==> config.mk <==
export PLATFORM = sky130hd
export DESIGN_NAME = round_robin_budget_scheduler_flat
export DESIGN_NICKNAME = d
export VERILOG_FILES = /design/src/sv/rrbs_pkg.sv /design/src/sv/rrbs_if.sv /design/src/sv/round_robin_budget_scheduler.sv /design/src/flat_wrapper.sv
export SDC_FILE = /design/constraint.sdc
export NUM_CORES = 2
export LEC_CHECK = 0
export BUFFER_PORTS_ARGS = -buffer_cell sky130_fd_sc_hd__buf_2
export CAP_MARGIN = 20
export CORE_ASPECT_RATIO = 1.5
export CORE_MARGIN = 2
export CORE_UTILIZATION = 40
export CTS_CLUSTER_SIZE = 8
export DETAILED_ROUTE_END_ITERATION = 10
export PLACE_DENSITY_LB_ADDON = 0.1
export SYNTH_ARGS = -nofsm -noshare
export SYNTH_HDL_FRONTEND = slang
export SYNTH_SLANG_ARGS = --single-unit
==> constraint.sdc <==
create_clock -name clk -period 12.34 [get_ports clk]
set_clock_uncertainty 0.15 [all_clocks]
set_input_delay 1.851 -clock clk [delete_from_list [all_inputs] [get_ports clk]]
set_output_delay 1.851 -clock clk [all_outputs]
set_load 0.02 [all_outputs]
==> src/sv/rrbs_pkg.sv <==
// Package with shared constants and types of the round-robin budget scheduler.
`timescale 1ns / 1ps
package rrbs_pkg;
	localparam int NUM_TASKS = 16;
	localparam int ID_W = 4;
	localparam int CNT_W = 5;
	localparam int SLICE_W = 23;
	localparam int BUDGET_W = 24;
	localparam int PEND_W = 9;
	localparam int PENDING_MAX = 255;

	localparam logic [3:0] OP_CREATE = 4'd0;
	localparam logic [3:0] OP_ACTIVATE = 4'd1;
	localparam logic [3:0] OP_SCHEDULE = 4'd2;
	localparam logic [3:0] OP_DISPATCH = 4'd3;
	localparam logic [3:0] OP_EPILOGUE = 4'd4;
	localparam logic [3:0] OP_END_CYCLE = 4'd5;
	localparam logic [3:0] OP_UNBLOCK = 4'd6;
	localparam logic [3:0] OP_END = 4'd7;
	localparam logic [3:0] OP_TIMER = 4'd8;

	localparam logic [1:0] ST_SLEEP = 2'd0;
	localparam logic [1:0] ST_READY = 2'd1;
	localparam logic [1:0] ST_IDLE = 2'd2;
	localparam logic [1:0] ST_OUT = 2'd3;

	localparam logic CFG_DEFAULT_SLICE = 1'b0;
	localparam logic CFG_ACCEPTED = 1'b1;

	typedef struct packed {
		logic [3:0] operation;
		logic [3:0] task_id;
		logic [1:0] task_class;
		logic [22:0] own_slice;
		logic keep_arrivals;
		logic is_periodic;
		logic [22:0] consumed_time;
	} req_t;

	typedef struct packed {
		logic status_code;
		logic [3:0] selected_task;
		logic none_ready;
		logic reschedule_needed;
		logic start_period_timer;
	} rsp_t;
endpackage

==> src/sv/rrbs_if.sv <==
// Valid/ready channel interfaces for the request and the response word.
`timescale 1ns / 1ps
interface rrbs_req_if;
	import rrbs_pkg::*;
	logic valid;
	logic ready;
	req_t data;
	modport source (output valid, output data, input ready);
	modport sink (input valid, input data, output ready);
endinterface

interface rrbs_rsp_if;
	import rrbs_pkg::*;
	logic valid;
	logic ready;
	rsp_t data;
	modport source (output valid, output data, input ready);
	modport sink (input valid, input data, output ready);
endinterface

==> src/sv/round_robin_budget_scheduler.sv <==
// Top level of the round-robin budget scheduler.
//
// One request word enters on req (valid/ready) and exactly one response word
// leaves on rsp. The block works on one word at a time: req.ready is high only
// when the sequencer is idle and no response is waiting.
// Queue edits go through a single shifter that moves one queue slot a cycle;
// a schedule rotates exhausted head tasks to the tail, at most as many of
// them as the queue length.
// Configuration registers are written on cfg_we / cfg_index / cfg_data.
// The user must write them only while the block is idle; it is not enforced.
// Reset clears the queue length, task states, periodic flags and sets every
// pending count to "not saved"; no clearing pass is needed.
// When the receiver stalls, the response is held in its output register and
// no new word is taken until it has been delivered.
`timescale 1ns / 1ps
module round_robin_budget_scheduler
	import rrbs_pkg::*;
(
	input logic clk,
	input logic arst_n,
	input logic cfg_we,
	input logic cfg_index,
	input logic [22:0] cfg_data,
	rrbs_req_if.sink req,
	rrbs_rsp_if.source rsp
);
	typedef enum logic [3:0] {
		S_IDLE, S_DECODE, S_FIND, S_SHIFT_L, S_INS, S_SHIFT_R, S_SCHED, S_DONE
	} state_t;

	state_t state_q;
	logic [22:0] dslice_q;
	logic [2:0] accept_q;
	req_t req_q;
	rsp_t rsp_q;
	logic rsp_valid_q;

	logic [ID_W-1:0] order_q [NUM_TASKS];
	logic [CNT_W-1:0] count_q;
	logic [1:0] tstate_q [NUM_TASKS];
	logic [BUDGET_W-1:0] budget_q [NUM_TASKS];
	logic [SLICE_W-1:0] slice_q [NUM_TASKS];
	logic [PEND_W-1:0] pend_q [NUM_TASKS];
	logic [NUM_TASKS-1:0] per_q;

	// Queue edit sequencer: target id, scan index, insert mode.
	logic [ID_W-1:0] qid_q;
	logic [CNT_W-1:0] idx_q;
	logic ins_q;     // insert after remove
	logic head_q;    // insert at head
	logic sched_q;   // edit belongs to a schedule rotation
	logic [CNT_W-1:0] turns_q;

	logic [ID_W-1:0] head_id;
	logic signed [BUDGET_W:0] sub_w;
	logic [BUDGET_W-1:0] sat_w;
	logic [ID_W-1:0] tid;
	logic [PEND_W-1:0] pcur;

	assign tid = req_q.task_id;
	assign head_id = order_q[0];
	assign pcur = pend_q[tid];
	assign req.ready = (state_q == S_IDLE) && !rsp_valid_q;
	assign rsp.valid = rsp_valid_q;
	assign rsp.data = rsp_q;

	// Saturating budget subtraction for epilogue.
	always_comb begin
		sub_w = $signed({budget_q[tid][BUDGET_W-1], budget_q[tid]})
			- $signed({2'b00, req_q.consumed_time});
		if (sub_w < -$signed(25'sd8388608))
			sat_w = 24'h800000;
		else
			sat_w = sub_w[BUDGET_W-1:0];
	end

	// Sequencer with all state updates.
	always_ff @(posedge clk or negedge arst_n) begin
		if (!arst_n) begin
			state_q <= S_IDLE;
			dslice_q <= 23'd1000;
			accept_q <= 3'd1;
			rsp_valid_q <= 1'b0;
			count_q <= '0;
			per_q <= '0;
			for (int i = 0; i < NUM_TASKS; i++) begin
				tstate_q[i] <= ST_SLEEP;
				pend_q[i] <= '1;
			end
		end else begin
			if (cfg_we) begin
				if (cfg_index == CFG_DEFAULT_SLICE)
					dslice_q <= cfg_data;
				else
					accept_q <= cfg_data[2:0];
			end
			if (rsp_valid_q && rsp.ready)
				rsp_valid_q <= 1'b0;
			case (state_q)
				S_IDLE: begin
					if (req.valid && req.ready) begin
						req_q <= req.data;
						rsp_q <= '0;
						state_q <= S_DECODE;
					end
				end
				S_DECODE: begin
					qid_q <= tid;
					idx_q <= '0;
					ins_q <= 1'b0;
					head_q <= 1'b0;
					sched_q <= 1'b0;
					state_q <= S_DONE;
					case (req_q.operation)
						OP_SCHEDULE: begin
							turns_q <= count_q;
							if (count_q == '0)
								rsp_q.none_ready <= 1'b1;
							else
								state_q <= S_SCHED;
						end
						OP_CREATE: begin
							if (req_q.task_class == 2'd3 || !accept_q[req_q.task_class]) begin
								rsp_q.status_code <= 1'b1;
							end else begin
								tstate_q[tid] <= ST_SLEEP;
								if (req_q.task_class == 2'd0) begin
									slice_q[tid] <= (req_q.own_slice != '0) ?
										req_q.own_slice : dslice_q;
									budget_q[tid] <= {1'b0, (req_q.own_slice != '0) ?
										req_q.own_slice : dslice_q};
									pend_q[tid] <= req_q.keep_arrivals ? '0 : '1;
									per_q[tid] <= 1'b0;
								end else begin
									slice_q[tid] <= dslice_q;
									budget_q[tid] <= {1'b0, dslice_q};
									pend_q[tid] <= (req_q.task_class == 2'd2 ||
										req_q.keep_arrivals) ? '0 : '1;
									per_q[tid] <= req_q.is_periodic;
								end
								state_q <= S_FIND;
							end
						end
						OP_ACTIVATE: begin
							if (tstate_q[tid] != ST_SLEEP && tstate_q[tid] != ST_IDLE) begin
								if (!pcur[PEND_W-1] && pcur < PEND_W'(PENDING_MAX))
									pend_q[tid] <= pcur + 1'b1;
							end else begin
								tstate_q[tid] <= ST_READY;
								rsp_q.start_period_timer <= per_q[tid];
								ins_q <= 1'b1;
								state_q <= S_FIND;
							end
						end
						OP_DISPATCH: begin
							tstate_q[tid] <= ST_OUT;
							state_q <= S_FIND;
						end
						OP_EPILOGUE: begin
							tstate_q[tid] <= ST_READY;
							ins_q <= 1'b1;
							if ($signed(sat_w) <= 0) begin
								budget_q[tid] <= sat_w + {1'b0, slice_q[tid]};
							end else begin
								budget_q[tid] <= sat_w;
								head_q <= 1'b1;
							end
							state_q <= S_FIND;
						end
						OP_END_CYCLE: begin
							if (!pcur[PEND_W-1] && pcur != '0) begin
								pend_q[tid] <= pcur - 1'b1;
								tstate_q[tid] <= ST_READY;
								ins_q <= 1'b1;
								head_q <= 1'b1;
							end else begin
								tstate_q[tid] <= ST_IDLE;
							end
							state_q <= S_FIND;
						end
						OP_UNBLOCK: begin
							tstate_q[tid] <= ST_READY;
							ins_q <= 1'b1;
							state_q <= S_FIND;
						end
						OP_END: begin
							pend_q[tid] <= '1;
							tstate_q[tid] <= ST_OUT;
							state_q <= S_FIND;
						end
						OP_TIMER: begin
							if (tstate_q[tid] == ST_IDLE) begin
								tstate_q[tid] <= ST_READY;
								rsp_q.reschedule_needed <= 1'b1;
								ins_q <= 1'b1;
								state_q <= S_FIND;
							end else if (!pcur[PEND_W-1] && pcur < PEND_W'(PENDING_MAX)) begin
								pend_q[tid] <= pcur + 1'b1;
							end
						end
						default: ;
					endcase
				end
				// Schedule: refill and rotate an exhausted head to tail, else select head.
				S_SCHED: begin
					if (turns_q != '0 && $signed(budget_q[head_id]) <= 0) begin
						budget_q[head_id] <= budget_q[head_id] + {1'b0, slice_q[head_id]};
						turns_q <= turns_q - 1'b1;
						qid_q <= head_id;
						idx_q <= '0;
						ins_q <= 1'b1;
						head_q <= 1'b0;
						sched_q <= 1'b1;
						state_q <= S_FIND;
					end else begin
						rsp_q.selected_task <= head_id;
						state_q <= S_DONE;
					end
				end
				// Scan for the entry of qid_q, one slot a cycle.
				S_FIND: begin
					if (idx_q >= count_q)
						state_q <= S_INS;
					else if (order_q[idx_q[ID_W-1:0]] == qid_q)
						state_q <= S_SHIFT_L;
					else
						idx_q <= idx_q + 1'b1;
				end
				// Close the gap left by the removed entry.
				S_SHIFT_L: begin
					if (idx_q + 1'b1 < count_q) begin
						order_q[idx_q[ID_W-1:0]] <= order_q[idx_q[ID_W-1:0] + 1'b1];
						idx_q <= idx_q + 1'b1;
					end else begin
						count_q <= count_q - 1'b1;
						state_q <= S_INS;
					end
				end
				S_INS: begin
					if (!ins_q)
						state_q <= sched_q ? S_SCHED : S_DONE;
					else if (!head_q) begin
						order_q[count_q[ID_W-1:0]] <= qid_q;
						count_q <= count_q + 1'b1;
						state_q <= sched_q ? S_SCHED : S_DONE;
					end else begin
						idx_q <= count_q;
						state_q <= S_SHIFT_R;
					end
				end
				// Open a slot at the head.
				S_SHIFT_R: begin
					if (idx_q != '0) begin
						order_q[idx_q[ID_W-1:0]] <= order_q[idx_q[ID_W-1:0] - 1'b1];
						idx_q <= idx_q - 1'b1;
					end else begin
						order_q[0] <= qid_q;
						count_q <= count_q + 1'b1;
						state_q <= S_DONE;
					end
				end
				S_DONE: begin
					rsp_valid_q <= 1'b1;
					state_q <= S_IDLE;
				end
				default: state_q <= S_IDLE;
			endcase
		end
	end
endmodule
==> src/flat_wrapper.sv <==
// flat-port wrapper written by rule: the top's interface ports become plain ports
module round_robin_budget_scheduler_flat import rrbs_pkg::*;
  (clk, arst_n, cfg_we, cfg_index, cfg_data, req_valid, req_data, req_ready, rsp_valid, rsp_data, rsp_ready);
  rrbs_req_if req_i ();
  rrbs_rsp_if rsp_i ();
  input logic clk;
  input logic arst_n;
  input logic cfg_we;
  input logic cfg_index;
  input logic [22:0] cfg_data;
  input wire logic [$bits(req_i.valid)-1:0] req_valid;
  input wire logic [$bits(req_i.data)-1:0] req_data;
  output wire logic [$bits(req_i.ready)-1:0] req_ready;
  output wire logic [$bits(rsp_i.valid)-1:0] rsp_valid;
  output wire logic [$bits(rsp_i.data)-1:0] rsp_data;
  input wire logic [$bits(rsp_i.ready)-1:0] rsp_ready;
  assign req_i.valid = req_valid;
  assign req_i.data = req_data;
  assign req_ready = req_i.ready;
  assign rsp_valid = rsp_i.valid;
  assign rsp_data = rsp_i.data;
  assign rsp_i.ready = rsp_ready;
  round_robin_budget_scheduler u_core (.clk(clk), .arst_n(arst_n), .cfg_we(cfg_we), .cfg_index(cfg_index), .cfg_data(cfg_data), .req(req_i), .rsp(rsp_i));
endmodule
---- After elaboration in Yosys (flattened, before gate mapping) ----
Memories as Yosys holds them, arrays and structs flattened. A register that Yosys moved wholly into a read port is not among the register bits.
Cells that the tools add are included.
storage, ports and cells
  bits of input ports ..................... 87
  memory bits (writable) .................. 816
  logic and storage cells ................. 358
  memories ................................ 3
  register bits ........................... 311
operators by class
  magnitude comparators ................... 11
  equality and inequality tests ........... 47
  add/sub/neg operators ................... 12
  mux-type cells .......................... 147
  bitwise gates (word level) .............. 20
  reduce and logical (&&, ||, !) cells .... 62
memories
  name             words  bits a word  read ports  clocked after memory_dff  write ports  RTL line                            RTL
  u_core.budget_q  16     24           2           1                         1            round_robin_budget_scheduler.sv:41  logic [BUDGET_W-1:0] budget_q [NUM_TASKS];
  u_core.slice_q   16     23           2           1                         1            round_robin_budget_scheduler.sv:42  logic [SLICE_W-1:0] slice_q [NUM_TASKS];
  u_core.order_q   16     4            4           1                         1            round_robin_budget_scheduler.sv:38  logic [ID_W-1:0] order_q [NUM_TASKS];
operators with widths
  cell                                                                               count
  144-bit 2-to-1 mux                                                                 6
  144-bit one-hot mux with 5 select lines                                            1
  144-bit bitwise mux                                                                4
  32-bit one-hot mux with 6 select lines                                             1
  144-bit OR                                                                         1
  32-bit 2-to-1 mux                                                                  4
  24-bit 2-to-1 mux                                                                  5
  4-bit 2-to-1 mux                                                                   18
  5-bit 2-to-1 mux                                                                   13
  1-bit 2-to-1 mux                                                                   57
  24-bit by 23-bit adder with 24-bit output                                          2
  16-bit AND                                                                         3
  24-bit by 1-bit less-or-equal comparator with 1-bit output, second input constant  2
  16-bit inverter                                                                    3
  23-bit 2-to-1 mux                                                                  2
  9-bit 2-to-1 mux                                                                   5
  9-bit binary-select mux with 4-bit select                                          1
  9-bit demux with 4-bit select                                                      1
  32-bit AND                                                                         1
  4-bit by 3-bit == test with 1-bit output, second input constant                    8
  2-bit inequality test, second input constant                                       16
  32-bit inverter                                                                    1
  16-bit OR                                                                          2
  32-bit OR                                                                          1
  other kinds (67)                                                                   141

---- Logic depth before layout (Yosys ltp) ----
  word-level depth ........................ 13
  depth in mapped cells ................... 30
  depth with buffers taken out ............ 25

---- Worst setup path before layout ----
OpenSTA, ideal clock, no wires.
  path kind ............................... register -> register
  start ................................... register with a tool-made name
  end ..................................... memory u_core.budget_q[0][22] (data pin)
  slack ................................... 3.147 ns
  path buffers ............................ 8
  data arrival time ....................... 8.767 ns
  setup time .............................. 0.277 ns
  cell stages (with the launch flop) ...... 31
  period minus slack after synthesis ...... 9.193 ns
  cells stage by stage .................... dfxtp_1 -> clkbuf_1 -> clkbuf_1 -> clkbuf_1 -> buf_1 -> mux4_2 -> mux4_2 -> ha_1 -> buf_2 -> nand4_1 -> a2111oi_1 -> o211ai_1 -> a21oi_1 -> o21ai_0 -> o21bai_1 -> clkbuf_1 -> clkbuf_1 -> buf_1 -> nor2_1 -> fa_1 -> a21o_1 -> a21oi_1 -> o211ai_1 -> a2111o_1 -> a31oi_1 -> o21ai_0 -> a221o_1 -> or4b_2 -> o211ai_1 -> a21oi_1 -> nor2_1
RTL lines
  item       RTL line
  to (decl)  round_robin_budget_scheduler.sv:41

==> impl_metrics.yaml <==
worst_setup_path:
  path_delay_family: "compound AO/OA/AOI/OAI gates"
  ff2ff_setup_slack_ns: 2.55
  cp.required_ns: 12.64
  cp-end-kind: "flop"
  crit_type: "flop to flop"
  cp_max_fo: 30
  rr_worst_depth: 25
  start_kind: "flop"
  cp_slowest_cell: "a2111oi_1"
  cp_slowest_stage_delay_ns: 0.72
  critPathBufInv: 2
  cp.arrival_ns: 10.09
  rr_endpoint: "u_core.budget_q[2][22]"
synthesis:
  netlist-cell-type-count: 91
  ys.flop_type: "edfxtp_1"
  syn-cell-area_um2: 57400
  ys_ff_latch: 1134
  synth_top_cell_by_area: "edfxtp_1"
  synth_cells: 3506
  ys_top_cells_by_count: "edfxtp_1, mux4_2, nor2_1, a21oi_1, mux2_2"
  synth_nets: 3685
  yosysMostFrequentCell: "edfxtp_1"
  synth_edf_count: 899
  synth_top_area_share: 0.470
  ys_async_sr_fraction: 0.200
  synth.area.top_cells: "edfxtp_1, mux4_2, dfstp_2"
  syn_avg_cell_area_um2: 16.4
  synth-seq-area-share: 0.575
  yosys_warnings: 0
die:
  rows: 170
  fp.dieH_um: 468
  die_x_um: 313
  fp.dieArea_um2: 147000
  io_pins: 97
  core-area_um2: 143000
  initial_core_util: 0.402
worst_hold_path:
  hold_depth: 2
  min_path_type: "flop to flop"
  hp-start: "u_core.pend_q[43]"
  hold_end: "u_core.pend_q[43]"
placement:
  gp_congestion: 0.880
  dpl_cell_area_um2: 60500
  port_buffers: 96
  hpwl_um: 110000
sta:
  slew_headroom: 0.256
  rsz0062_at_grt: "no"
  hold_viol_final: 0
  slew_viol_final: 0
  period_share: 0.793
  final.min_clock_period_ns: 9.79
  setup_tns_ns: 0
  fmax_mhz: 102
  setup_viol: 0
  worst_pin_slew_ns: 1.11
final_layout:
  syn2layout_area_growth_pct: 13.4
  fillerInstances: 12200
  drive_gt1_frac: 0.360
  nNetsFinal: 3836
  final_util: 0.456
  multi_input_area_um2: 23500
  final_area_um2: 65100
  regArea_um2: 33000
route:
  routedWlPerCell_um: 30.7
  wl_um: 173000
  vias_per_cell: 6.17
  ant_nets: 0
  vias: 34700
  drtPass1Iterations: 6
  dr.first_iter.drc_count: 2953
  drc: 0
clock_tree:
  clockRootBuffer: "clkbuf_16"
  path_clk_slew_ns: 0.06
  htreeDepth: 4
  cts_buffers: 160
  cts.sinks: 1134
  tritoncts: "done"
  cts_buffer_depth: 3
  postCtsHoldBufs: 0
  post_cts_resized: 0
  cts_setup_buffers: 0
  clkLatencyLatePin_ns: 0.79
grt:
  grtUsageTotal: 0.237
  grt_antenna_before_repair: 4
  grt_max_degree: 105
  overflow: 0
  grt_pass1_vias: 36800
  grt_pass1_wl_um: 252000
power:
  cellLeakagePower_nw: 21.9
  peakVddDrop_v: 0.000141
  power_density_nw_per_um2: 181
run_status:
  outcome: "finished, final reports clean"
job:
  maxCapViolCount: 0
[worst min-delay path, stage by stage (launching register included)]
cell and delay [ns]:
dfstp_2 0.36, nor2_1 0.09, a21oi_1 0.04
[how the worst max path moves through the flow]
| stage | end | slack (ns) | depth (start not counted) |
|---|---|---|---|
| 3_3_place_gp | u_core.budget_q[0][22] | 2.81 | 25 |
| 2_1_floorplan | u_core.budget_q[0][22] | 3.15 | 30 |
| 5_1_grt | u_core.budget_q[2][22] | 1.93 | 25 |
| 3_5_place_dp | u_core.budget_q[0][22] | 2.50 | 25 |
| 4_1_cts | u_core.budget_q[2][22] | 2.49 | 25 |
| 6_report | u_core.budget_q[2][22] | 2.55 | 25 |
[layout make-up]
class | count | area share
diodes | 1 | 0.0000384
clock buffers | 227 | 0.0658
clock inverters | 14 | 0.00392
inverters | 80 | 0.00463
multi-input cells | 2080 | 0.360
flip-flops and latches | 1134 | 0.507
well taps | 1892 | 0.0364
repair buffers | 201 | 0.0216
[per-layer routing]
metal	GRT usage	part of all wire	vias to the layer above
met3	0.0350	0.054	309
li1	-	-	14600
met4	0.0876	0.035	2
met2	0.423	0.53	1258
met1	0.290	0.38	18600
met5	0	0.000081	-
[placed cells by master (no fill, tap or decap), types with 20 or more instances in the layout]
master / Yosys / layout
clkbuf_16: 0 / 161
xnor2_1: 41 / 41
a211oi_1: 22 / 22
buf_4: 2 / 93
a21oi_1: 190 / 190
nand2_1: 116 / 116
a21o_1: 31 / 31
xor2_1: 23 / 23
o31ai_1: 21 / 20
clkbuf_1: 126 / 65
mux2_2: 152 / 152
ha_1: 88 / 88
edfxtp_1: 899 / 899
mux4_2: 583 / 583
buf_2: 25 / 95
inv_1: 79 / 78
nor2b_1: 26 / 25
nand2b_1: 20 / 20
dfrtp_1: 76 / 76
nand3_1: 35 / 34
nor2_1: 268 / 240
nor2_4: 6 / 34
dfstp_2: 151 / 151
o21ai_0: 113 / 109
nor3_1: 47 / 47
[cell families after synthesis]
| logic type | synth area share |
|---|---|
| flip-flops | 0.575 |
| multiplexers | 0.262 |
| AND/OR/NAND/NOR | 0.0540 |
| AO/OA/AOI/OAI | 0.0572 |
| buffers and inverters | 0.0210 |
| adder cells (fa/ha/maj) | 0.0206 |
| XOR/XNOR | 0.00976 |
[per-stage QoR]
step                instances  hold slack, ns  setup WS (ns)  power [W]
finish                   5629           0.350           2.55     0.0118
global route             5629           0.367           1.93     0.0123
CTS                      5618           0.350           2.49     0.0119
detailed placement       5377           0.341           2.50    0.00775
global placement         5370           0.334           2.81    0.00767
floorplan                3506           0.320           3.15    0.00684
[report_power, final]
| part | internal, W | leakage (nW) | total, W | switching [W] |
|---|---|---|---|---|
| Clock | 0.00240 | 2.18 | 0.00407 | 0.00168 |
| Combinational | 0.00126 | 9.02 | 0.00296 | 0.00170 |
| Sequential | 0.00454 | 10.7 | 0.00473 | 0.000193 |
[sequential cells by signal (all words and copies together) (netlist names), 4 cells and up, named ones only]
name / flops
u_core.count_q: 5
u_core.idx_q: 5
u_core.dslice_q: 23
u_core.tid: 4
u_core.qid_q: 4
u_core.rsp.data: 8
u_core.per_q: 16
u_core.pend_q: 144
u_core.budget_q: 384
u_core.turns_q: 5
u_core.tstate_q: 32
u_core.req_q: 54
u_core.slice_q: 368
u_core.order_q: 64
Power figures use the tool's default switching activity.
